$ cat config.mk
export PLATFORM = sky130hd
export DESIGN_NAME = qslc_elem_ram
export DESIGN_NICKNAME = d
export VERILOG_FILES = /design/src/rtl/qslc_pkg.sv /design/src/rtl/qslc_elem_ram.sv
export SDC_FILE = /design/constraint.sdc
export NUM_CORES = 2
export LEC_CHECK = 0
export ABC_CLOCK_PERIOD_IN_PS = 9990
export BUFFER_PORTS_ARGS = -buffer_cell sky130_fd_sc_hd__clkbuf_2
export CORE_MARGIN = 5
export CORE_UTILIZATION = 55
export CTS_BUF_LIST = sky130_fd_sc_hd__clkbuf_4 sky130_fd_sc_hd__clkbuf_8 sky130_fd_sc_hd__clkbuf_16
export CTS_CLUSTER_SIZE = 14
export DETAILED_ROUTE_END_ITERATION = 12
export PLACE_DENSITY = 0.71
export SYNTH_ARGS = -nofsm -noshare
export SYNTH_HDL_FRONTEND = slang
export SYNTH_SLANG_ARGS = --single-unit
$ cat constraint.sdc
create_clock -name aclk -period 9.99 [get_ports aclk]
set_clock_uncertainty 0.05 [all_clocks]
set_input_delay 1.998 -clock aclk [delete_from_list [all_inputs] [get_ports aclk]]
set_output_delay 1.998 -clock aclk [all_outputs]
set_load 0.005 [all_outputs]
$ cat src/rtl/qslc_pkg.sv
// qslc_pkg: shared types, constants and helpers for the quicksort block
// used by every module under rtl; depends on nothing
`default_nettype none

package qslc_pkg;

    // element store geometry; range entries hold 6-bit low/high indexes
    localparam int STORE_DEPTH   = 64;
    localparam int IDX_W         = 6;
    localparam int CNT_W         = 7;
    localparam int VALUE_W       = 64;
    localparam int STAT_W        = 12;
    localparam int RANGE_W       = 2 * IDX_W;
    localparam int MAX_ITEMS_DEF = 64;
    localparam int M_TDATA_W     = VALUE_W + 2 * STAT_W;

    localparam logic [STAT_W-1:0] STAT_MAX = '1;

    // sequencer states
    typedef enum logic [3:0] {
        ST_LOAD,
        ST_START,
        ST_POP,
        ST_POP_WAIT,
        ST_PIVOT,
        ST_SCAN,
        ST_CMP,
        ST_SWAP_RD,
        ST_SWAP_WR,
        ST_PLACE,
        ST_PLACE_RD,
        ST_PLACE_WR,
        ST_PUSH_HI,
        ST_PUSH_LO,
        ST_OUT_RD,
        ST_OUT_LD
    } qs_state_t;

    // element memory access for one cycle
    typedef struct packed {
        logic               we;
        logic [IDX_W-1:0]   waddr;
        logic [VALUE_W-1:0] wdata;
        logic               re;
        logic [IDX_W-1:0]   raddr;
    } elem_req_t;

    // range stack access for one cycle; data is {hi, lo}
    typedef struct packed {
        logic               we;
        logic [IDX_W-1:0]   waddr;
        logic [RANGE_W-1:0] wdata;
        logic               re;
        logic [IDX_W-1:0]   raddr;
    } stack_req_t;

    // saturating statistics counter step
    function automatic logic [STAT_W-1:0] sat_inc(input logic [STAT_W-1:0] cnt);
        sat_inc = (cnt == STAT_MAX) ? cnt : cnt + STAT_W'(1);
    endfunction

endpackage

`default_nettype wire

$ cat src/rtl/qslc_elem_ram.sv
// qslc_elem_ram: element store, one write and one registered read port
// depends on qslc_pkg for the request struct and geometry
`default_nettype none

module qslc_elem_ram (
    input  wire logic                          aclk,
    input  wire qslc_pkg::elem_req_t           req,
    output logic [qslc_pkg::VALUE_W-1:0]       rd_data
);

    logic [qslc_pkg::VALUE_W-1:0] mem [qslc_pkg::STORE_DEPTH];
    logic [qslc_pkg::VALUE_W-1:0] rd_data_reg;

    // write port
    always_ff @(posedge aclk) begin
        if (req.we) begin
            mem[req.waddr] <= req.wdata;
        end
    end

    // read port, data valid the cycle after the request
    always_ff @(posedge aclk) begin
        if (req.re) begin
            rd_data_reg <= mem[req.raddr];
        end
    end

    assign rd_data = rd_data_reg;

endmodule

`default_nettype wire

# == After elaboration in Yosys (flattened, before gate mapping) ==
# Memory sizes are Yosys's and may differ from the RTL's. A register that Yosys moved wholly into a read port is not among the register bits.
# Cells that the tools add are included.
# op_classes
addsub,0
n_mul,0
div,0
n_lt_le_gt_ge,0
n_eq_ne,0
shifts,0
n_mux,2
bitwise_logic,0
n_reduce_logical,0
# ops
op,count
$mux W1,2
# word_totals
regBits,0
latch_bits,0
mem_bits_rw,4096
rom_bits,0
out_inout_bits,64
word_cells,3
mem_count,1
# memory_table
name,depth,word_bits,rd,rd_clocked_by_memory_dff,write_ports,line_no,text
mem,64,64,1,1,1,qslc_elem_ram.sv:11,logic [qslc_pkg::VALUE_W-1:0] mem [qslc_pkg::STORE_DEPTH];

# == Depth between registers and ports, before layout ==
# depth
ltp_word,2
ltp_mapped,9
depth_no_buf,5

# == Least setup slack after synthesis ==
# OpenSTA, ideal clock, no wires.
# synth_timing
kind,input to register
start,in req[74] in the netlist's numbering
end,mem mem[48][0] in the netlist's numbering (enable)
setup_ns,0.564
arrival_ns,6.870
t_required_ns,9.376
setup_slack_ns,2.506
cell_stages,4
n_path_buf,1
cell_sequence,clkbuf_1 -> nor2b_1 -> nand4b_1 -> nor3_1
# synth_rtl
item,line_no,text
from (decl),qslc_elem_ram.sv:7,"input wire qslc_pkg::elem_req_t req,"
to (decl),qslc_elem_ram.sv:11,
# No word-level cell before the write port.

# == Final worst setup path ==
# layout_timing
start,in req[77] in the netlist's numbering
end,mem mem[46][53] in the netlist's numbering (enable)
# layout_between
elab_chain_cells,2
# layout_rtl
item,line_no,text
$mux W1,qslc_elem_ram.sv:16,if (req.we) begin
$mux W1 (implied by the code),qslc_elem_ram.sv:17,mem[req.waddr] <= req.wdata;
# No other way between the ends.

==> metrics.cfg <==
[floorplanning]
start_util_pct = 55.1
rows = 196
core_area_mm2 = 0.285
die_area_mm2 = 0.296
fp.dieW_um = 544
io_pins = 143
die_y_um = 544

[global_routing]
grt_pass1_vias = 76900
antenna_found_initial = 30
overflow = 0
grt_pass1_wl_um = 593000
grt_max_degree = 126
track_usage_pct = 28.6

[finish]
instances_no_fill = 11100
area_delta_synth_final_pct = 12.3
nFillCells = 18500
drive_above_1_share_pct = 28.7
largest_reg_flops = 4096
fin_nets = 7046

[sta]
fin_crit_sh_pct = 48.9
finalCriticalPeriod_ps = 4880
rsz0062_at_grt = no
fmax_mhz = 205
slew_violations = 0
relSlewSlack_pct = 11.2
setup_tns_ps = 0
setup_viol = 0
worst-slew-pin-transition_ps = 1330
hold_violations = 0

[worst_setup_path]
cp-endpoint = mem[46][53]
crit_required_ps = 10480
regToRegEndpoint = rd_data[35]
reg2reg_depth = 5
startpoint_type = primary input
end_kind = flip-flop
worstSetupStartpoint = req[77]
r2r-start = mem[53][35]
cp.arrival_ps = 5370
path_class = primary input to flip-flop
r2r_slack_ps = 7700
cp_max_fo = 44

[logic_synthesis]
synth_fp_nets = 6677
yosysTopAreaCell = edfxtp_1
synth.area.top_cells = edfxtp_1 80%, mux4_2 15%, mux2i_1 0.86%, a22oi_1 0.80%, buf_2 0.54%
ys_seq_area_share_pct = 79.6
ys_ff_latch = 4160
synth_area_per_cell_um2 = 23.8
synth.top_cell.area_share_pct = 79.6
synth_async_sr_flop_share_pct = 0
ys.flop_type = edfxtp_1
ys_types = 32
synth_cells = 6598
ys_warn_count = 0
synth_edf_count = 4160
syn_area_mm2 = 0.157

[power]
p_sw_uw = 7610
p_sw_share_pct = 20.9
power_frac_seq_pct = 53.4
p_comb_share_pct = 4.3
power_density_mw_per_mm2 = 206
power_frac_clock_pct = 42.2
cellLeakagePower_uw = 0.0550
internal-power_uw = 28800
vdd_ir_drop_max_mv = 0.212

[clock_network]
tritoncts = done
cts_sinks = 4160
post_cts_buffers = 0
ctsResizeCount = 0
clk_pin_slew_worst_paths_ps = 60
clk_latency_ps = 990
numCtsBuffers = 403
clockBufferDepth = 4
htree_num_levels = 5
hold_buffers = 0
cts_root_buffer = clkbuf_16

[detailed_routing]
vias = 76500
route.detailed.drc = 0
wl_um = 422000
drtIter0Drc = 11500
drtPass1Iterations = 6
postRouteAntennaNets = 0
wl_per_cell_um = 38.2
vias_per_cell = 6.91

[placement]
routabilityCongestion = 0.796
io_buffers = 142
dpl.hpwl_um = 221000
place_inst = 10300

[run_status]
status = complete, no violations

[hold_path]
hold_class = flip-flop to flip-flop
whs_path_depth = 4

[run]
drv_cap = 0

through the flow:
step           hold WS (ps)  area, um2  power [uW]  setup WS, ps  util [%]
6_report                859     176000       36400          5110      61.9
5_1_grt                 884     176000       37400          4950      61.9
4_1_cts                 864     176000       36500          5190      61.9
3_5_place_dp            859     163000       21400          4200      57.2
3_3_place_gp            847     163000       21300          4170      57.2
2_1_floorplan           815     157000       20700          2510         -
power by group through the flow:
stage	Sequential [uW]	Clock, uW	Combinational (uW)
2_1_floorplan	19800	0	901
6_report	19400	15400	1580
3_3_place_gp	19800	0	1540
3_5_place_dp	19800	0	1580
5_1_grt	19400	16300	1670
4_1_cts	19400	15500	1580
cells in the mapped netlist, types with 3 or more instances:
master     count
a31oi_1       18
a211oi_1      63
o221ai_1      38
edfxtp_1    4160
nand2_1       58
mux4_2      1024
buf_2        170
inv_1         19
mux2i_1      135
a22oi_1      168
buf_1         20
clkbuf_1     140
a22o_1        88
o22ai_1       83
a2bb2oi_1     19
nand3_1       45
buf_4         34
and3_1        64
buf_6          6
nor2_1       112
or2_2         28
a41oi_1       26
and2_1         3
or3_1         29
nor2b_1       28
nand2b_1      11
worst max-delay path, stage by stage:
cell,delay (ps)
clkbuf_2,150
nor2b_1,310
nand3_1,630
nor2_4,1110
buf_4,1000
worst min path at each step:
stage	startpoint	slack, ps	to
detailed placement	mem[53][18]	860	rd_data[18]
global route	mem[39][26]	880	rd_data[26]
finish	mem[39][26]	860	rd_data[26]
global placement	mem[46][10]	850	rd_data[10]
CTS	mem[39][26]	860	rd_data[26]
floorplan	mem[30][61]	810	rd_data[61]
cell usage in the layout, fill, tap and decap left out, types with 19 or more instances in the layout:
cell type,synthesis,layout
or2_2,28,28
buf_4,34,175
nand2_1,58,55
clkbuf_4,0,79
o22ai_1,83,83
mux2i_1,135,135
nor2_1,112,47
a211oi_1,63,63
nand3_1,45,45
clkinv_2,0,70
a22o_1,88,88
inv_1,19,19
a41oi_1,26,26
mux4_2,1024,1024
a2bb2oi_1,19,19
a22oi_1,168,168
nor2b_1,28,24
or3_1,29,29
buf_12,0,19
clkinv_1,0,103
and3_1,64,64
clkbuf_16,0,405
bufinv_16,0,44
edfxtp_1,4160,4160
nor2_4,0,65
clkbuf_2,0,138
o221ai_1,38,38
metal layers:
layer	GRT usage, %	share of wire (%)	up-vias
li1	-	-	29300
met2	44.7	48	5314
met5	0	0.021	-
met1	40.5	36	41000
met3	5.81	12	907
met4	11.4	4.5	16
cell type report:
cell class,count,area (um2),area share (%)
tap,3762,4710,2.67
multi-input combinational,2049,30800,17.5
clock buffer,484,10700,6.08
clock inverter,250,2670,1.51
sequential,4160,125000,70.8
timing repair buffer,334,2410,1.37
antenna,12,30.0,0.0170
inverter,19,71.3,0.0404
logic make-up after synthesis:
kind of cell,share of synthesized area (%)
AO/OA/AOI/OAI,2.47
flip-flops,79.6
multiplexers,15.6
AND/OR/NAND/NOR,1.23
buffers and inverters,1.18
No activity file was read; power rests on OpenSTA's default activity.
