<file path="src/rtl/qslc_pkg.sv">
// qslc_pkg: shared types, constants and helpers for the quicksort block
// used by every module under rtl; depends on nothing
`default_nettype none

package qslc_pkg;

    // element store geometry; range entries hold 6-bit low/high indexes
    localparam int STORE_DEPTH   = 64;
    localparam int IDX_W         = 6;
    localparam int CNT_W         = 7;
    localparam int VALUE_W       = 64;
    localparam int STAT_W        = 12;
    localparam int RANGE_W       = 2 * IDX_W;
    localparam int MAX_ITEMS_DEF = 64;
    localparam int M_TDATA_W     = VALUE_W + 2 * STAT_W;

    localparam logic [STAT_W-1:0] STAT_MAX = '1;

    // sequencer states
    typedef enum logic [3:0] {
        ST_LOAD,
        ST_START,
        ST_POP,
        ST_POP_WAIT,
        ST_PIVOT,
        ST_SCAN,
        ST_CMP,
        ST_SWAP_RD,
        ST_SWAP_WR,
        ST_PLACE,
        ST_PLACE_RD,
        ST_PLACE_WR,
        ST_PUSH_HI,
        ST_PUSH_LO,
        ST_OUT_RD,
        ST_OUT_LD
    } qs_state_t;

    // element memory access for one cycle
    typedef struct packed {
        logic               we;
        logic [IDX_W-1:0]   waddr;
        logic [VALUE_W-1:0] wdata;
        logic               re;
        logic [IDX_W-1:0]   raddr;
    } elem_req_t;

    // range stack access for one cycle; data is {hi, lo}
    typedef struct packed {
        logic               we;
        logic [IDX_W-1:0]   waddr;
        logic [RANGE_W-1:0] wdata;
        logic               re;
        logic [IDX_W-1:0]   raddr;
    } stack_req_t;

    // saturating statistics counter step
    function automatic logic [STAT_W-1:0] sat_inc(input logic [STAT_W-1:0] cnt);
        sat_inc = (cnt == STAT_MAX) ? cnt : cnt + STAT_W'(1);
    endfunction

endpackage

`default_nettype wire

</file>
<file path="src/rtl/qslc_stack_ram.sv">
// qslc_stack_ram: stack of pending index ranges, one write and one read port
// depends on qslc_pkg for the request struct and geometry
`default_nettype none

module qslc_stack_ram (
    input  wire logic                          aclk,
    input  wire qslc_pkg::stack_req_t          req,
    output logic [qslc_pkg::RANGE_W-1:0]       rd_data
);

    logic [qslc_pkg::RANGE_W-1:0] mem [qslc_pkg::STORE_DEPTH];
    logic [qslc_pkg::RANGE_W-1:0] rd_data_reg;

    // write port
    always_ff @(posedge aclk) begin
        if (req.we) begin
            mem[req.waddr] <= req.wdata;
        end
    end

    // read port, data valid the cycle after the request
    always_ff @(posedge aclk) begin
        if (req.re) begin
            rd_data_reg <= mem[req.raddr];
        end
    end

    assign rd_data = rd_data_reg;

endmodule

`default_nettype wire

</file>
<file path="config.mk">
export PLATFORM = sky130hd
export DESIGN_NAME = qslc_stack_ram
export DESIGN_NICKNAME = d
export VERILOG_FILES = /design/src/rtl/qslc_pkg.sv /design/src/rtl/qslc_stack_ram.sv
export SDC_FILE = /design/constraint.sdc
export NUM_CORES = 1
export LEC_CHECK = 0
export BUFFER_PORTS_ARGS = -buffer_cell sky130_fd_sc_hd__buf_2
export CAP_MARGIN = 15
export CORE_MARGIN = 4
export CORE_UTILIZATION = 40
export CTS_BUF_LIST = sky130_fd_sc_hd__clkbuf_4
export DETAILED_ROUTE_END_ITERATION = 12
export HOLD_SLACK_MARGIN = 0.15
export SLEW_MARGIN = 5
export SYNTH_ARGS = -nofsm -noshare
export SYNTH_HDL_FRONTEND = slang
export SYNTH_SLANG_ARGS = --single-unit
</file>
<file path="constraint.sdc">
create_clock -name aclk -period 2.3 [get_ports aclk]
set_input_delay 0.23 -clock aclk [delete_from_list [all_inputs] [get_ports aclk]]
set_output_delay 0.23 -clock aclk [all_outputs]
set_load 0.02 [all_outputs]
</file>
Word-level counts from Yosys, hierarchy flattened
Memory sizes are Yosys's and may differ from the RTL's. A register that Yosys moved wholly into a read port is not among the register bits.
Cells that the tools add are included.
- register bits after elaboration: 0
- bits in writable memories: 768
- bits of input ports: 27
- output and inout bits: 12
- memories: 1
- mux-type cells: 2
- memory list (name ; depth ; bits a word ; read ports ; clocked after memory_dff ; wr ports ; line ; text):
    mem ; 64 ; 12 ; 1 ; 1 ; 1 ; qslc_stack_ram.sv:11 ; logic [qslc_pkg::RANGE_W-1:0] mem [qslc_pkg::STORE_DEPTH];
- operators with widths (cell ; count):
    $mux 1 ; 2

Logic depth before layout (Yosys ltp)
Gate-level depths: netlist of run 1.
- word-level depth: 2
- gate-level depth with buffers: 9
- depth with buffers taken out: 5

Worst setup path after synthesis of run 1
Ideal clock, no wire load.
- path kind: in2reg
- from: in req[1] in the netlist's numbering
- to: reg rd_data_reg (netlist bit rd_data[1]), read port of mem, data pin
- setup time: 0.265 ns
- arrival time: 1.776 ns
- required time: 2.035 ns
- slack: 0.259 ns
- stages: 7
- buffers on the path: 3
- cells stage by stage: buf_4 buf_2 clkbuf_1 mux4_2 mux2_2 o221ai_1 o31ai_1
- RTL lines (item ; line ; text):
    from (decl) ; qslc_stack_ram.sv:7 ; input wire qslc_pkg::stack_req_t req,
    to (decl) ; qslc_stack_ram.sv:12 ; logic [qslc_pkg::RANGE_W-1:0] rd_data_reg;

Final worst setup path of run 1
- from: in req[24] in the netlist's numbering
- to: mem mem[51][2] in the netlist's numbering (enable)
- RTL lines (item ; line):
    to (decl) ; qslc_stack_ram.sv:11
No word-level cell before the write port.

==> run metrics, run 1 <==
Synth Area in Compound Gates=between 2 and 3%; Die ar.=0.0794 mm²; core area=~0.074 mm²; Syn Area/Cell=roughly 22 µm²; Placed Area=roughly 0.033 mm²; Vias=approximately 16000; Post-Synth XOR/XNOR Area=0%; min Tclk post-route=approximately 2300 ps; layout cells sized above 1=39.9%; Clock Skews=51.8 ps; Worst Slack Setup Final=-49.2 ps; Int Pwr=about 0.022 W; final cell area excluding filler cells=between 0.03 and 0.04 mm²; Largest register FFs=768; Clock Tree Root=clkbuf_4; Reg power frac=55.7%; P&R area growth vs syn=18.8%; Worst Path Required=2950 ps; fin util=between 40% and 50%; unrepaired setup endpoints after global routing=false; Net Sw Frac=between 20% and 30%; worst path buffer plus inverter count=5; post-synthesis mux area share=between 15 and 20%; hold path depth=2; Total GRT Usage=19.0%; CP max FO=12; Ys Warns=0; fill cell count=~6200; # setup viols final=32; vias per cell=5.44; Slew HR=~38%; most used cells in the layout excluding fill and tap cells=edfxtp_1 (780), clkbuf_4 (274), buf_4 (202); initial antenna violation count=8; Critical-path top delay cell=dlygate4sd3_1; clock transition at the registers of the reported paths=around 70 ps; Mapped Cells=around 1300; Iter 0 DRT Violations=1581; adder-cell area share of the yosys netlist=0%; unique cell type count in the Yosys netlist=34; pwr/cell area=approximately 800 mW/mm²; pin count of the biggest net entering global routing=between 60 and 70; global-route track usage on met1=26.8%; met2 usage=29.2%; post-CTS setup buffer count=0; synthesis-stage register bit count=between 700 and 800; largest family of logic cells by synthesized area=multiplexers; Async S/R FF share, synth=0%; syn_nets=1366; worst reg2reg path depth=5; max-cap violations=0; detailed-route wire length per cell=~26 µm; met3 Use GR=around 5.0%; gr busiest metal=met2; post-route ant nets=0; clock power share=a little under two fifths; Hold Startpoint=req[6]; multi-input logic area=0.00612 mm²; worst endpoint data arrival time=approximately 3000 ps; WL final=73.7 mm; Boundary Pins=39; grt ovf=0; Crit path largest cell delay=around 640 ps; peak supply drop=~0.35 mV; Final #Nets=roughly 1800; commonest non-fill, non-tap cell in the layout=edfxtp_1; post-place setup slack=-234 ps; Placer Congestion=just over 0.8; Chip Width=around 280 µm; H-tree depth=4; CTS max path bufs=3; CP endpoint kind=flip-flop; port buffer count=38; Post-Synth Simple-Gate Area=under 10%; fin crit share=102%; vias in the first global route=between 15000 and 20000; clk_lat worst skew=~990 ps; run status=finished with violations; kind of critical path=input port to flip-flop; total clock buffers created by CTS=approximately 190; Starting Density=between 40 and 50%; CTS tree=yes; failing checks=negative setup slack; Worst-Margin Slew=approximately 940 ps; Remaining DRCs=0; dpl hpwl=47.4 mm; Synth area leaders=edfxtp_1 (78%), mux4_2 (14%), nor2_1 (0.93%), mux2i_1 (0.67%), buf_6 (0.49%); Final Total Pwr=roughly 0.028 W; Post-synth EDFFs=780; Worst setup SP type=input port; min-delay worst type=input port to flip-flop; Min Hold Slack=approximately 300 ps; Top delay family on crit path=buffers and inverters; critical-path cell list=dlygate4sd3_1 > clkbuf_4 > nor2b_1 > dlygate4sd3_1 > nand4_1 > dlygate4sd3_1 > nor2_1 > buf_6; Max Clk Rate=between 0.4 and 0.5 GHz; first-pass GRT wire length=roughly 110 mm; # clock sinks=between 700 and 800; Synth top area share=between 70 and 80%; Main synth FF type=edfxtp_1; P_leak=about 12 nW; Die H=about 280 µm; R2R Path Start=mem[21][4]; hold endpoint=rd_data[0]; most used cell, CP=dlygate4sd3_1; Pre-antenna DRT Iters=5; std cell rows=100; Psw=0.00634 W; Seq/Total Area, Yosys=78.1%; R2R Setup Slk=about 90 ps; Reg-to-Reg End=rd_data[4]; Post-Syn Area=around 0.030 mm²; Hold Vio Cnt, Final=0; flip-flop and latch area=~0.023 mm²; post-synth top area cell=edfxtp_1; Pins Over Slew Limit=0; combinational share of power=6.1%
==> through the flow <==
step / instances / setup TNS (ps)
3_3_place_gp: 2499 / -1380
4_1_cts: 2858 / 0
5_1_grt: 2862 / 0
6_report: 2864 / -742
2_1_floorplan: 1339 / 0
3_5_place_dp: 2499 / -1550
==> metal layers <==
layer / vias to the layer above / wire length (µm)
met5: - / 41
met4: 6 / 1090
met3: 95 / 6210
met2: 685 / 35200
met1: 8126 / 31200
li1: 6667 / -
==> worst max path at each step <==
stage,startpoint,to,slack (ps),cells after the start
after floorplan,req[1],rd_data[1],260,7
after global placement,req[0],rd_data[4],-220,7
after detailed placement,req[0],rd_data[4],-230,7
after CTS,req[24],mem[53][10],80,8
after global routing,req[24],mem[53][10],20,8
final,req[24],mem[51][2],-50,8
==> power groups by stage <==
stage / clock, W / sequential [W] / combinational, W
detailed placement: 0 / 0.0161 / 0.00170
floorplan: 0 / 0.0161 / 0.000794
global placement: 0 / 0.0161 / 0.00169
global route: 0.0120 / 0.0158 / 0.00184
CTS: 0.0112 / 0.0158 / 0.00175
finish: 0.0108 / 0.0158 / 0.00173
==> Yosys cell counts, drive strengths merged (14+ instances only) <==
library cell,instances
clkbuf,33
nand3,14
o22ai,23
o221ai,16
buf,40
mux4,192
mux2i,20
nor2b,15
nand2b,21
edfxtp,780
nor2,74
nand2,14
==> cells by family after synthesis <==
group | count (synthesis)
flip-flops | 780
multiplexers | 219
AO/OA/AOI/OAI | 109
buffers and inverters | 73
AND/OR/NAND/NOR | 158
==> what timing repair did <==
action,4_1_cts,5_1_grt
endpoints found under the setup margin,0,39
resized for setup,0,4
endpoints found under the hold margin,1506,0
hold buffers,34,0
==> area by class of cell <==
type	instances	share of cell area, %
clock inverter	52	0.727
antenna	6	0.0422
clock buffer	273	5.75
timing repair buffer	298	7.12
tap	969	3.40
multi-input combinational	486	17.2
sequential	780	65.8
Note: power is estimated with default switching activity, not from simulation.
==> inputs of run 2 (changes only) <==
- ABC_AREA: default -> 1
- clock period: 2.3 -> 2.04 ns (I/O delays scaled with it)
==> run 2 against run 1 <==
Against the previous run:
- the run now ends clean
- critical path type is now flip-flop to primary output
- largest power group unchanged
- routed wire length rose by 17%
- clock power rose by 23%
- combinational power rose by 35%
- hold slack got worse by 27 ps
==> run metrics, run 2 <==
run status=finished clean; initial antenna violation count=2 (-6); final std cells w/o fill=4127 (+44%); Pins Over Slew Limit=0 (unchanged); Largest register FFs=768 (unchanged); Reg-to-Reg End=rd_data[0]; Hold Startpoint=req[13]; post-route ant nets=0 (unchanged); WL met3=7.85 mm (+26%); Ys Warns=0 (unchanged); hold endpoint=mem[49][6]; peak supply drop=0.433 mV (+22%); hold path depth=2 (unchanged); detailed-route wire length per cell=21.0 µm (-19%); P&R area growth vs syn=16.2%; syn_nets=2688 (+97%); fin crit share=97.1%; fill cell count=7091 (+14%); R2R Path Start=mem[41][0]; Min Hold Slack=270 ps (-26.9 ps); Crit path largest cell delay=560 ps (-80 ps); Vias=21900 (+41%); Starting Density=40.3% (about the same); dpl hpwl=49.6 mm (+4.6%); Pre-antenna DRT Iters=5 (unchanged); CTS tree=yes; R2R Setup Slk=140 ps (+50 ps); max-cap violations=0 (unchanged); P_leak=13.6 nW (+17%); pwr/cell area=905 mW/mm² (+14%); post-CTS setup buffer count=0 (unchanged); Worst setup SP type=flip-flop; Remaining DRCs=0 (unchanged); WL final=86.5 mm (+17%); unrepaired setup endpoints after global routing=true; port buffer count=38 (unchanged); Boundary Pins=39 (unchanged); Main synth FF type=edfxtp_1; unique cell type count in the Yosys netlist=15 (-56%); Max Clk Rate=roughly 0.5 GHz; Slew HR=35.4% (-2.2 points); H-tree depth=4 (unchanged); Worst-Margin Slew=965 ps (+29.4 ps); min-delay worst type=input port to flip-flop; critical-path cell list=buf_6; # setup viols final=0 (-100%); Clock Skews=62.2 ps (+10.4 ps); Worst Setup SP=rd_data[8]; Die ar.=0.0841 mm² (+5.9%); Synth top area share=73.7% (-4.5 points); synthesis-stage register bit count=780 (unchanged); worst endpoint data arrival time=1780 ps (-1220 ps); Critical-path top delay cell=edfxtp_1; synth cell count leaders=nand2_1 (972), edfxtp_1 (780), nand3_1 (655); CTS max path bufs=3 (unchanged); Final Total Pwr=0.0334 W (+18%); Async S/R FF share, synth=0% (unchanged); pin count of the biggest net entering global routing=98 (+51%); Top delay family on crit path=flip-flops; total clock buffers created by CTS=198 (+2.1%); DR WL met2=39.6 mm (+13%); Chip Width=290 µm (+2.9%); kind of critical path=flip-flop to primary output; Clock Tree Root=clkbuf_4; Post-synth EDFFs=780 (unchanged); top-count cell post-synth=nand2_1; Die H=290 µm (+2.9%); Seq/Total Area, Yosys=73.7% (-4.5 points); most used cells in the layout excluding fill and tap cells=nand2_1 (972), edfxtp_1 (780), nand3_1 (653); DP Cell Count=3734 (+49%); core area=0.0789 mm² (+6.1%); WP depth=1 (-7); Synth area leaders=edfxtp_1 (74%), nand2_1 (11%), nand3_1 (10%), buf_6 (1.3%), buf_2 (1.3%); first-pass GRT wire length=130 mm (+21%); vias per cell=5.31 (-2.5%); Syn Area/Cell=11.9 µm² (-47%); CP max FO=1 (-11); # clock sinks=780 (unchanged); post-synth top area cell=edfxtp_1; clock transition at the registers of the reported paths=70 ps (about the same); Total GRT Usage=20.3% (+1.3 points); std cell rows=103 (+3.0%); Post-Syn Area=0.0318 mm² (+6.1%); vias in the first global route=21300 (+31%); worst path buffer plus inverter count=1 (-4); layout cells sized above 1=16.9% (-23 points); Placer Congestion=0.903 (+9.7%); Hold Vio Cnt, Final=0 (unchanged); Iter 0 DRT Violations=2122 (+34%); CP endpoint kind=primary output; worst reg2reg path depth=9 (+4); Final #Nets=2946 (+65%); uppermost routed layer=met4; WL met1=36.7 mm (+18%); clk_lat worst skew=1010 ps (+20 ps); Mapped Cells=2661 (+99%); Worst Path Required=1840 ps (-1110 ps); commonest non-fill, non-tap cell in the layout=nand2_1; grt ovf=0 (unchanged); min Tclk post-route=slightly below 2000 ps
run 2: changes by cell type after synthesis, sizes merged, moves of 21 or more:
cell | before | now
buf | 40 | 142
mux4 | 192 | 0
nand2 | 14 | 972
nand2b | 21 | 0
nand3 | 14 | 655
o22ai | 23 | 0
run 2: final cells by class:
| type | instances | area (µm²) | area share, % |
|---|---|---|---|
| Clock inverter | 66 | 398 | 1.08 |
| Timing Repair Buffer | 227 | 2250 | 6.10 |
| Clock buffer | 290 | 2180 | 5.89 |
| Sequential cell | 780 | 23400 | 63.4 |
| Inverter | 12 | 63.8 | 0.173 |
| Multi-Input combinational cell | 1700 | 7300 | 19.8 |
| Tap cell | 1050 | 1310 | 3.56 |
| Antenna cell | 2 | 5.00 | 0.0135 |
run 2: metal layers:
layer	global-route usage (%)	up-vias
li1	-	10000
met1	28.4	10700
met2	30.7	1012
met3	5.27	154
met4	7.47	0
met5	0	-
run 2: report_power, final:
group,total (W),switching (W),internal (W),leakage [nW]
logic,0.00234,0.00166,0.000685,5.08
clock network,0.0133,0.00630,0.00695,1.53
registers,0.0178,0.0000642,0.0178,7.03
total,0.0334,0.00802,0.0254,13.6
run 2: timing repair:
item / CTS / global route
hold buffers: 35 / 0
resized for setup: 12 / 2
setup endpoints to repair: 6 / 6
endpoints found under the hold margin: 1560 / 0
pin swaps: 0 / 0
gates cloned: 0 / 0
run 2: logic make-up (layout without fill, tap and decap cells):
kind of cell | Yosys count | count (layout) | share of synthesized area, %
DFF | 780 | 780 | 73.7
buffers and inverters | 181 | 595 | 3.55
other | 0 | 2 | 0
and+or+nand+nor | 1700 | 1700 | 22.8
run 2: worst max-delay path by stage:
stage	endpoint	slack (ps)
6_report	rd_data[8]	60
5_1_grt	rd_data[8]	-50
4_1_cts	rd_data[8]	-30
3_5_place_dp	rd_data[6]	-10
3_3_place_gp	rd_data[6]	10
2_1_floorplan	mem[48][0]	-320
run 2: stage by stage:
step | utilization, % | worst slack, ps | TNS (ps) | instance area [µm²]
floorplan | - | -324 | -31110 | 31800
global placement | 43.1 | 11.4 | 0 | 34000
detailed placement | 43.1 | -13.6 | -13.6 | 34000
CTS | 46.8 | -30.2 | -95.4 | 36900
global route | 46.8 | -53.1 | -148 | 36900
finish | 46.8 | 58.2 | 0 | 36900
