==> src/rtl/qslc_pkg.sv <==
// qslc_pkg: shared types, constants and helpers for the quicksort block
// used by every module under rtl; depends on nothing
`default_nettype none

package qslc_pkg;

    // element store geometry; range entries hold 6-bit low/high indexes
    localparam int STORE_DEPTH   = 64;
    localparam int IDX_W         = 6;
    localparam int CNT_W         = 7;
    localparam int VALUE_W       = 64;
    localparam int STAT_W        = 12;
    localparam int RANGE_W       = 2 * IDX_W;
    localparam int MAX_ITEMS_DEF = 64;
    localparam int M_TDATA_W     = VALUE_W + 2 * STAT_W;

    localparam logic [STAT_W-1:0] STAT_MAX = '1;

    // sequencer states
    typedef enum logic [3:0] {
        ST_LOAD,
        ST_START,
        ST_POP,
        ST_POP_WAIT,
        ST_PIVOT,
        ST_SCAN,
        ST_CMP,
        ST_SWAP_RD,
        ST_SWAP_WR,
        ST_PLACE,
        ST_PLACE_RD,
        ST_PLACE_WR,
        ST_PUSH_HI,
        ST_PUSH_LO,
        ST_OUT_RD,
        ST_OUT_LD
    } qs_state_t;

    // element memory access for one cycle
    typedef struct packed {
        logic               we;
        logic [IDX_W-1:0]   waddr;
        logic [VALUE_W-1:0] wdata;
        logic               re;
        logic [IDX_W-1:0]   raddr;
    } elem_req_t;

    // range stack access for one cycle; data is {hi, lo}
    typedef struct packed {
        logic               we;
        logic [IDX_W-1:0]   waddr;
        logic [RANGE_W-1:0] wdata;
        logic               re;
        logic [IDX_W-1:0]   raddr;
    } stack_req_t;

    // saturating statistics counter step
    function automatic logic [STAT_W-1:0] sat_inc(input logic [STAT_W-1:0] cnt);
        sat_inc = (cnt == STAT_MAX) ? cnt : cnt + STAT_W'(1);
    endfunction

endpackage

`default_nettype wire

==> src/rtl/qslc_ctrl.sv <==
// qslc_ctrl: load, partition sequencer, range stack control and output register
// depends on qslc_pkg; drives qslc_elem_ram and qslc_stack_ram
`default_nettype none

module qslc_ctrl #(
    parameter int MAX_ITEMS = qslc_pkg::MAX_ITEMS_DEF
) (
    input  wire logic                             aclk,
    input  wire logic                             aresetn,
    // input stream
    input  wire logic                             s_tvalid,
    output logic                                  s_tready,
    input  wire logic [qslc_pkg::VALUE_W-1:0]     s_tdata,
    input  wire logic                             s_tlast,
    // result stream
    output logic                                  m_tvalid,
    input  wire logic                             m_tready,
    output logic [qslc_pkg::M_TDATA_W-1:0]        m_tdata,
    output logic                                  m_tlast,
    output logic                                  m_tuser,
    // memories
    output qslc_pkg::elem_req_t                   elem_req,
    input  wire logic [qslc_pkg::VALUE_W-1:0]     elem_rdata,
    output qslc_pkg::stack_req_t                  stack_req,
    input  wire logic [qslc_pkg::RANGE_W-1:0]     stack_rdata
);

    localparam int IDX_W  = qslc_pkg::IDX_W;
    localparam int CNT_W  = qslc_pkg::CNT_W;
    localparam int STAT_W = qslc_pkg::STAT_W;
    localparam logic [CNT_W-1:0] CAP       = CNT_W'(MAX_ITEMS);
    localparam logic [CNT_W-1:0] STACK_CAP = CNT_W'(qslc_pkg::STORE_DEPTH);

    qslc_pkg::qs_state_t state_reg, state_next;

    logic [CNT_W-1:0]             item_cnt_reg, item_cnt_next;
    logic                         dropped_reg, dropped_next;
    logic [CNT_W-1:0]             sp_reg, sp_next;
    logic [STAT_W-1:0]            cmp_cnt_reg, cmp_cnt_next;
    logic [STAT_W-1:0]            xch_cnt_reg, xch_cnt_next;
    logic [IDX_W-1:0]             lo_reg, lo_next;
    logic [IDX_W-1:0]             hi_reg, hi_next;
    logic [IDX_W-1:0]             j_reg, j_next;
    logic [IDX_W-1:0]             slot_reg, slot_next;
    logic [IDX_W-1:0]             out_k_reg, out_k_next;
    logic [qslc_pkg::VALUE_W-1:0] pivot_reg, pivot_next;
    logic [qslc_pkg::VALUE_W-1:0] hold_reg, hold_next;

    logic                         out_valid_reg, out_valid_next;
    logic [qslc_pkg::VALUE_W-1:0] out_value_reg, out_value_next;
    logic                         out_last_reg, out_last_next;
    logic [STAT_W-1:0]            out_cmp_reg, out_cmp_next;
    logic [STAT_W-1:0]            out_xch_reg, out_xch_next;
    logic                         out_ovf_reg, out_ovf_next;

    logic             s_fire;
    logic             le_pivot;
    logic             scan_done_next;
    logic             out_free;
    logic             out_is_last;
    logic [IDX_W-1:0] j_inc;
    logic [CNT_W-1:0] p_ext;

    assign s_fire         = s_tvalid && s_tready;
    assign le_pivot       = $signed(elem_rdata) <= $signed(pivot_reg);
    assign j_inc          = j_reg + IDX_W'(1);
    assign scan_done_next = (j_inc == hi_reg);
    assign out_free       = !out_valid_reg || m_tready;
    assign out_is_last    = ({1'b0, out_k_reg} + CNT_W'(1)) == item_cnt_reg;
    assign p_ext          = {1'b0, slot_reg};

    // next state
    always_comb begin
        state_next = state_reg;
        unique case (state_reg)
            qslc_pkg::ST_LOAD: begin
                if (s_fire && s_tlast) begin
                    state_next = qslc_pkg::ST_START;
                end
            end
            qslc_pkg::ST_START:    state_next = qslc_pkg::ST_POP;
            qslc_pkg::ST_POP: begin
                state_next = (sp_reg == '0) ? qslc_pkg::ST_OUT_RD : qslc_pkg::ST_POP_WAIT;
            end
            qslc_pkg::ST_POP_WAIT: begin
                if (stack_rdata[IDX_W-1:0] >= stack_rdata[2*IDX_W-1:IDX_W]) begin
                    state_next = qslc_pkg::ST_POP;
                end else begin
                    state_next = qslc_pkg::ST_PIVOT;
                end
            end
            qslc_pkg::ST_PIVOT:    state_next = qslc_pkg::ST_SCAN;
            qslc_pkg::ST_SCAN:     state_next = qslc_pkg::ST_CMP;
            qslc_pkg::ST_CMP: begin
                if (le_pivot) begin
                    state_next = qslc_pkg::ST_SWAP_RD;
                end else if (scan_done_next) begin
                    state_next = qslc_pkg::ST_PLACE;
                end else begin
                    state_next = qslc_pkg::ST_SCAN;
                end
            end
            qslc_pkg::ST_SWAP_RD:  state_next = qslc_pkg::ST_SWAP_WR;
            qslc_pkg::ST_SWAP_WR: begin
                state_next = scan_done_next ? qslc_pkg::ST_PLACE : qslc_pkg::ST_SCAN;
            end
            qslc_pkg::ST_PLACE:    state_next = qslc_pkg::ST_PLACE_RD;
            qslc_pkg::ST_PLACE_RD: state_next = qslc_pkg::ST_PLACE_WR;
            qslc_pkg::ST_PLACE_WR: state_next = qslc_pkg::ST_PUSH_HI;
            qslc_pkg::ST_PUSH_HI:  state_next = qslc_pkg::ST_PUSH_LO;
            qslc_pkg::ST_PUSH_LO:  state_next = qslc_pkg::ST_POP;
            qslc_pkg::ST_OUT_RD: begin
                if (out_free) begin
                    state_next = qslc_pkg::ST_OUT_LD;
                end
            end
            qslc_pkg::ST_OUT_LD: begin
                state_next = out_is_last ? qslc_pkg::ST_LOAD : qslc_pkg::ST_OUT_RD;
            end
        endcase
    end

    // memory requests and datapath next values
    always_comb begin
        elem_req       = '0;
        stack_req      = '0;
        s_tready       = 1'b0;
        item_cnt_next  = item_cnt_reg;
        dropped_next   = dropped_reg;
        sp_next        = sp_reg;
        cmp_cnt_next   = cmp_cnt_reg;
        xch_cnt_next   = xch_cnt_reg;
        lo_next        = lo_reg;
        hi_next        = hi_reg;
        j_next         = j_reg;
        slot_next      = slot_reg;
        out_k_next     = out_k_reg;
        pivot_next     = pivot_reg;
        hold_next      = hold_reg;
        out_value_next = out_value_reg;
        out_last_next  = out_last_reg;
        out_cmp_next   = out_cmp_reg;
        out_xch_next   = out_xch_reg;
        out_ovf_next   = out_ovf_reg;
        out_valid_next = (out_valid_reg && m_tready) ? 1'b0 : out_valid_reg;

        unique case (state_reg)
            // store items until the marked one, drop past capacity
            qslc_pkg::ST_LOAD: begin
                s_tready = 1'b1;
                if (s_fire) begin
                    if (item_cnt_reg < CAP) begin
                        elem_req.we    = 1'b1;
                        elem_req.waddr = item_cnt_reg[IDX_W-1:0];
                        elem_req.wdata = s_tdata;
                        item_cnt_next  = item_cnt_reg + CNT_W'(1);
                    end else begin
                        dropped_next = 1'b1;
                    end
                end
            end
            // whole store as the first range, pushed only if it holds at least two items
            qslc_pkg::ST_START: begin
                sp_next = '0;
                if (item_cnt_reg >= CNT_W'(2)) begin
                    stack_req.we    = 1'b1;
                    stack_req.waddr = '0;
                    stack_req.wdata = {IDX_W'(item_cnt_reg - CNT_W'(1)), IDX_W'(0)};
                    sp_next         = CNT_W'(1);
                end
            end
            qslc_pkg::ST_POP: begin
                out_k_next = '0;
                if (sp_reg != '0) begin
                    stack_req.re    = 1'b1;
                    stack_req.raddr = IDX_W'(sp_reg - CNT_W'(1));
                    sp_next         = sp_reg - CNT_W'(1);
                end
            end
            // unpack the range and fetch its pivot
            qslc_pkg::ST_POP_WAIT: begin
                lo_next        = stack_rdata[IDX_W-1:0];
                hi_next        = stack_rdata[2*IDX_W-1:IDX_W];
                elem_req.re    = 1'b1;
                elem_req.raddr = stack_rdata[2*IDX_W-1:IDX_W];
            end
            qslc_pkg::ST_PIVOT: begin
                pivot_next = elem_rdata;
                slot_next  = lo_reg;
                j_next     = lo_reg;
            end
            qslc_pkg::ST_SCAN: begin
                elem_req.re    = 1'b1;
                elem_req.raddr = j_reg;
            end
            // compare against the pivot; on a hit fetch the slot element
            qslc_pkg::ST_CMP: begin
                cmp_cnt_next = qslc_pkg::sat_inc(cmp_cnt_reg);
                if (le_pivot) begin
                    hold_next      = elem_rdata;
                    elem_req.re    = 1'b1;
                    elem_req.raddr = slot_reg;
                end else begin
                    j_next = j_inc;
                end
            end
            qslc_pkg::ST_SWAP_RD: begin
                elem_req.we    = 1'b1;
                elem_req.waddr = slot_reg;
                elem_req.wdata = hold_reg;
                hold_next      = elem_rdata;
            end
            qslc_pkg::ST_SWAP_WR: begin
                elem_req.we    = 1'b1;
                elem_req.waddr = j_reg;
                elem_req.wdata = hold_reg;
                xch_cnt_next   = qslc_pkg::sat_inc(xch_cnt_reg);
                slot_next      = slot_reg + IDX_W'(1);
                j_next         = j_inc;
            end
            // final pivot placement swaps slot and hi
            qslc_pkg::ST_PLACE: begin
                elem_req.re    = 1'b1;
                elem_req.raddr = slot_reg;
            end
            qslc_pkg::ST_PLACE_RD: begin
                elem_req.we    = 1'b1;
                elem_req.waddr = slot_reg;
                elem_req.wdata = pivot_reg;
                hold_next      = elem_rdata;
            end
            qslc_pkg::ST_PLACE_WR: begin
                elem_req.we    = 1'b1;
                elem_req.waddr = hi_reg;
                elem_req.wdata = hold_reg;
                xch_cnt_next   = qslc_pkg::sat_inc(xch_cnt_reg);
            end
            // right part pushed first so the left part is popped first
            qslc_pkg::ST_PUSH_HI: begin
                if (({1'b0, hi_reg} >= p_ext + CNT_W'(2)) && (sp_reg < STACK_CAP)) begin
                    stack_req.we    = 1'b1;
                    stack_req.waddr = sp_reg[IDX_W-1:0];
                    stack_req.wdata = {hi_reg, slot_reg + IDX_W'(1)};
                    sp_next         = sp_reg + CNT_W'(1);
                end
            end
            qslc_pkg::ST_PUSH_LO: begin
                if ((p_ext >= {1'b0, lo_reg} + CNT_W'(2)) && (sp_reg < STACK_CAP)) begin
                    stack_req.we    = 1'b1;
                    stack_req.waddr = sp_reg[IDX_W-1:0];
                    stack_req.wdata = {slot_reg - IDX_W'(1), lo_reg};
                    sp_next         = sp_reg + CNT_W'(1);
                end
            end
            // read next sorted element once the output register frees up
            qslc_pkg::ST_OUT_RD: begin
                if (out_free) begin
                    elem_req.re    = 1'b1;
                    elem_req.raddr = out_k_reg;
                end
            end
            qslc_pkg::ST_OUT_LD: begin
                out_valid_next = 1'b1;
                out_value_next = elem_rdata;
                out_last_next  = out_is_last;
                out_cmp_next   = cmp_cnt_reg;
                out_xch_next   = xch_cnt_reg;
                out_ovf_next   = dropped_reg;
                out_k_next     = out_k_reg + IDX_W'(1);
                if (out_is_last) begin
                    item_cnt_next = '0;
                    dropped_next  = 1'b0;
                    sp_next       = '0;
                    cmp_cnt_next  = '0;
                    xch_cnt_next  = '0;
                    out_k_next    = '0;
                end
            end
        endcase
    end

    // control registers
    always_ff @(posedge aclk) begin
        if (!aresetn) begin
            state_reg     <= qslc_pkg::ST_LOAD;
            item_cnt_reg  <= '0;
            dropped_reg   <= 1'b0;
            sp_reg        <= '0;
            cmp_cnt_reg   <= '0;
            xch_cnt_reg   <= '0;
            out_k_reg     <= '0;
            out_valid_reg <= 1'b0;
        end else begin
            state_reg     <= state_next;
            item_cnt_reg  <= item_cnt_next;
            dropped_reg   <= dropped_next;
            sp_reg        <= sp_next;
            cmp_cnt_reg   <= cmp_cnt_next;
            xch_cnt_reg   <= xch_cnt_next;
            out_k_reg     <= out_k_next;
            out_valid_reg <= out_valid_next;
        end
    end

    // payload registers
    always_ff @(posedge aclk) begin
        lo_reg        <= lo_next;
        hi_reg        <= hi_next;
        j_reg         <= j_next;
        slot_reg      <= slot_next;
        pivot_reg     <= pivot_next;
        hold_reg      <= hold_next;
        out_value_reg <= out_value_next;
        out_last_reg  <= out_last_next;
        out_cmp_reg   <= out_cmp_next;
        out_xch_reg   <= out_xch_next;
        out_ovf_reg   <= out_ovf_next;
    end

    assign m_tvalid = out_valid_reg;
    assign m_tdata  = {out_xch_reg, out_cmp_reg, out_value_reg};
    assign m_tlast  = out_last_reg;
    assign m_tuser  = out_ovf_reg;

`ifndef SYNTHESIS
    // sequencer never reads and writes one element in the same cycle
    a_no_elem_overlap: assert property (@(posedge aclk) disable iff (!aresetn)
        !(elem_req.we && elem_req.re && (elem_req.waddr == elem_req.raddr)))
        else $error("element store read and write collide");

    // a full store drops the item and flags it
    a_drop_flag: assert property (@(posedge aclk) disable iff (!aresetn)
        (s_fire && (item_cnt_reg == CAP)) |=> dropped_reg)
        else $error("dropped item not flagged");

    // output register is loaded only when free
    a_out_free: assert property (@(posedge aclk) disable iff (!aresetn)
        (state_reg == qslc_pkg::ST_OUT_LD) |-> !out_valid_reg)
        else $error("output register overwritten");

    // fill level and stack depth stay in range
    a_bounds: assert property (@(posedge aclk) disable iff (!aresetn)
        (item_cnt_reg <= CAP) && (sp_reg <= STACK_CAP))
        else $error("item count or stack pointer out of range");
`endif

endmodule

`default_nettype wire

==> config.mk <==
export PLATFORM = sky130hd
export DESIGN_NAME = qslc_ctrl
export DESIGN_NICKNAME = d
export VERILOG_FILES = /design/src/rtl/qslc_pkg.sv /design/src/rtl/qslc_ctrl.sv
export SDC_FILE = /design/constraint.sdc
export NUM_CORES = 1
export LEC_CHECK = 0
export BUFFER_PORTS_ARGS = -buffer_cell sky130_fd_sc_hd__buf_4
export CORE_AREA = 5 5 198 200
export CTS_CLUSTER_DIAMETER = 150
export DETAILED_ROUTE_END_ITERATION = 8
export DIE_AREA = 0 0 203 205
export PLACE_DENSITY = 0.7
export SYNTH_ARGS = -nofsm -noshare
export SYNTH_HDL_FRONTEND = slang
export SYNTH_SLANG_ARGS = --single-unit
export TNS_END_PERCENT = 100
==> constraint.sdc <==
create_clock -name aclk -period 6.14 [get_ports aclk]
set_input_delay 0.921 -clock aclk [delete_from_list [all_inputs] [get_ports aclk]]
set_output_delay 0.921 -clock aclk [all_outputs]
set_load 0.1 [all_outputs]
# --- Word level (Yosys, flattened, before mapping) ---
# Cells that the tools add are included.
classes:
  add_sub_neg: 13
  magnitude_cmp: 7
  n_eq_ne: 32
  mux: 48
  reduce_logical: 30
ops:
  columns: ["cell", "n"]
  rows:
  - ["one-hot mux 71 bit (5 select lines)", 1]
  - ["2-to-1 mux 71 bit", 2]
  - ["one-hot mux 64 bit (2 select lines)", 1]
  - ["2-to-1 mux 7 bit", 10]
  - ["one-hot mux 7 bit (5 select lines)", 2]
  - ["less-or-equal comparator 64 bit", 1]
  - ["2-to-1 mux 64 bit", 1]
  - ["one-hot mux 4 bit (15 select lines)", 1]
  - ["2-to-1 mux 19 bit", 3]
  - ["one-hot mux 19 bit (3 select lines)", 1]
  - ["one-hot mux 12 bit (2 select lines)", 2]
  - ["2-to-1 mux 12 bit", 3]
  - ["equality test 4 bit (second input constant)", 8]
  - ["!= test 2 bit (second input constant)", 13]
  - ["adder 12 x 1 -> 12 bit (second input constant)", 2]
  - ["equality test 12 bit (second input constant)", 2]
  - ["2-to-1 mux 4 bit", 6]
  - ["one-hot mux 6 bit (2 select lines)", 2]
  - ["adder 6 x 1 -> 6 bit (second input constant)", 3]
  - ["one-hot mux 6 bit (3 select lines)", 1]
  - ["equality test 4 x 3 -> 1 bit (second input constant)", 4]
  - ["adder 6 x 2 -> 7 bit (second input constant)", 2]
  - ["adder 7 x 1 -> 7 bit (second input constant)", 2]
  - [">= comparator 6 x 7 -> 1 bit", 2]
  - ["29 further kinds", 55]
word_totals:
  regBits: 292
  input_bits: 145
  out_inout_bits: 196

# --- Depth between registers and ports, before layout ---
logic_depth:
  word_depth: 6
  depth_mapped: 12

# --- Least setup slack after synthesis ---
# No wires, ideal clock.
synth_timing:
  path_kind: "register to output"
  startpoint: "register state_reg[0]"
  endpoint: "output elem_req[71] (netlist name)"
  t_arrival_ns: 5.687
  required_time_ns: 5.219
  slack_ns: -0.468
  stages_incl_launch_ff: 8
  path_buffers: 2
  path_cell_list: "dfxtp_1 -> clkbuf_1 -> nor4_1 -> nand2_1 -> nor2_1 -> clkbuf_1 -> a22oi_1 -> o21ai_0"
synth_rtl:
  columns: ["item", "line", "source"]
  rows:
  - ["start: declaration", "qslc_ctrl.sv:34", "qslc_pkg::qs_state_t state_reg, state_next;"]
  - ["start signal: assignment", "qslc_ctrl.sv:285", "state_reg <= qslc_pkg::ST_LOAD;"]
  - ["start signal: assignment", "qslc_ctrl.sv:294", "state_reg <= state_next;"]
  - ["end: declaration", "qslc_ctrl.sv:22", "output qslc_pkg::elem_req_t elem_req,"]

==> results by group <==
Worst setup path
  • Worst Setup End Kind: output pin
  • CP arrival: 4.17 ns
  • CP Launch Point: slot_reg[2]
  • R2R depth: 10
  • Worst Setup Path Type: register to output pin
  • Worst r2r src: pivot_reg[53]
  • Worst path required time: 5.22 ns
  • Peak fanout along the critical path: 8
  • Crit start category: register
  • Reg2reg end: hold_reg[22]
  • Reg2Reg Setup Slack: 2.12 ns

Place
  • Dpl hpwl: 32.94 mm
  • Port Buf Inserts: 340
  • Placer Congestion: 0.9094

Clocking
  • Cts hold-fix bufs: 0
  • Buffer type at the clock tree root: clkbuf_16
  • Post_cts resized: 0
  • CTS tree: yes
  • Skew-Pair Late Insertion Delay: 0.57 ns
  • Worst-path clk slew: around 0.060 ns
  • Setup Fix Bufs, Post-CTS: 0
  • CTS sink cnt: 292
  • CTS buffer count: 31
  • Clock buffer depth: 3
  • # H-tree levels: 1

Pwr
  • Peak VDD IR: 0.3500 mV
  • PD cells: 416.3 nW/um2
  • Leak pwr: 7.625 nW

STA
  • Setup TNS: 0 ns
  • Slew margin rel.: 33.31%
  • Worst slew pin tran: 0.9918 ns
  • Hold Vio Cnt, Final: 0
  • Layout Skew: 0.01997 ns
  • Min cycle time layout: 5.088 ns
  • Max Freq: about 200 MHz
  • Unrepaired setup endpoints after global routing: false
  • Slew Limit Fails: 0
  • Final setup viols: 0
  • Period utilization: 82.87%

Yosys
  • YS warnings: 0
  • Post-synthesis sequential area ratio: 56.23%
  • Synth top area share: between 40% and 50%
  • Average size of a mapped cell: 10.92 um2
  • Post-synth top flop: edfxtp_1
  • Netlist Area Pre-Place: 14700 um2
  • Ys async rst share: 0%
  • Post-synth top cells: edfxtp_1, nand2_1, inv_1
  • Post-Syn Nets: 1589
  • Top post-synthesis cells by area: edfxtp_1, ha_1, dfxtp_1, nand2_1, a22oi_1
  • Most frequent cell after synthesis: edfxtp_1
  • Cells after Synth: roughly 1300
  • Post-synth EDFFs: 242
  • Register bit total from synthesis: 292
  • Distinct cells, synth: 71
  • Yosys top cell by area: edfxtp_1

Hold path
  • Hold Path Class: register to register
  • Hold EP: out_xch_reg[5]
  • Hold Path Depth: 0
  • Hold Crit Start: xch_cnt_reg[5]

Floorplanning
  • Die H: 205 um
  • Initial Util: 39.50%
  • Core area: 37220 um2
  • Die Area: 41620 um2
  • Die width: 203 um
  • Io pins: 341
  • # rows: 71

Global route
  • Largest net degree at the start of global routing: 65
  • Initial antenna violation count: 3
  • GRT overflow: 0
  • Number of global-route vias before repair: 11720
  • First-pass GRT wire length: 67.61 mm
  • Total track usage: 20.44%

Detailed routing
  • Drc violations: 0
  • Drt via density: 5.402
  • ANT nets after route: 0
  • Max Used Layer: met5
  • Met2 WL: approximately 22 mm
  • M1 WL: 18.32 mm
  • Initial DRC count: 957
  • 1st-pass router iterations: 6
  • Drt wl/cell: 20.46 um
  • Vias: 11700
  • Drt total wl: 44.31 mm
  • Detailed route wirelength on metal3: 3.486 mm

Run
  • Max-cap violation count: 0

Cells and area
  • Layout cells sized above 1: 24.91%
  • Synth-to-layout area growth: 27.34%
  • NumNets Final: 1908
  • Post-layout util: 50.30%

Outcome
  • Status: completed
==> kinds of logic (layout without fill, tap and decap cells) <==
logic type      Yosys count  after routing  synth area share, %
compound gates          301            301                13.83
xor+xnor                 58             58                3.761
fa+ha+maj                97             97                8.255
buf+inv                 166            509                4.400
flops                   292            292                56.23
mux                       4              4               0.2893
other cells               0              1                    0
simple gates            429            429                13.23
==> power by group <==
part	leakage [nW]	internal [W]	switching, W
logic	4.58	0.000831	0.00255
registers	2.55	0.00237	0.000238
clock network	0.491	0.00104	0.000778
==> cell usage in the layout, fill, tap and decap left out, drive strengths merged, types with 10 or more instances in the layout <==
cell,instances
inv,100
nand3,33
xor2,11
buf,352
clkinv,16
a22oi,83
a31oi,13
ha,97
xnor2,44
clkbuf,39
nand2,209
or3,10
a211oi,14
nand4,25
nor2,74
nand2b,13
dfxtp,50
nor3,24
edfxtp,242
a21oi,64
o21ai,60
==> cell type report <==
type | count | area (um2)
repair buffers | 352 | 2655
clock inverters | 18 | 122.6
multi-input cells | 889 | 5837
inverters | 100 | 377.9
diodes | 1 | 2.502
clock buffers | 39 | 867.1
well taps | 474 | 593.1
fillers | 3247 | 18500
flip-flops and latches | 292 | 8268
==> through the flow <==
step                hold WS (ns)  setup WS [ns]  total power (W)  cell area (um2)  std cells
detailed placement        0.4628          1.092         0.006010            17730       2107
finish                    0.4774          1.052         0.007794            18720       2165
floorplan                 0.4081         0.5233         0.005151            14710       1347
CTS                       0.4740          1.098         0.007834            18720       2164
global route              0.4921         0.8077         0.008137            18720       2165
global placement          0.4578          1.108         0.005966            17730       2107
==> worst max-delay path, cell delays in order (launching register included) <==
cell and delay [ns]:
edfxtp_1 0.60, inv_1 0.22, ha_1 0.32, inv_1 0.04, ha_1 0.18, a2111oi_0 0.36, nor3_1 0.10, o31ai_1 0.71
nor4_1 0.09, buf_4 0.21, a22oi_1 0.25, o21ai_0 0.22, buf_4 0.29
==> metal layers <==
metal / vias to the layer above / GRT usage, %
met1: 5565 / 27.38
met2: 486 / 34.51
met5: - / 0
met3: 59 / 4.369
met4: 4 / 4.268
li1: 5582 / -
==> worst max path at each step <==
stage | endpoint | slack (ns) | depth (start not counted)
global placement | elem_req[5] | 1.11 | 10
finish | stack_req[17] | 1.05 | 12
floorplan | elem_req[0] | 0.52 | 8
CTS | elem_req[5] | 1.10 | 10
detailed placement | elem_req[5] | 1.09 | 10
global route | elem_req[5] | 0.81 | 10
Power figures use the tool's default switching activity.
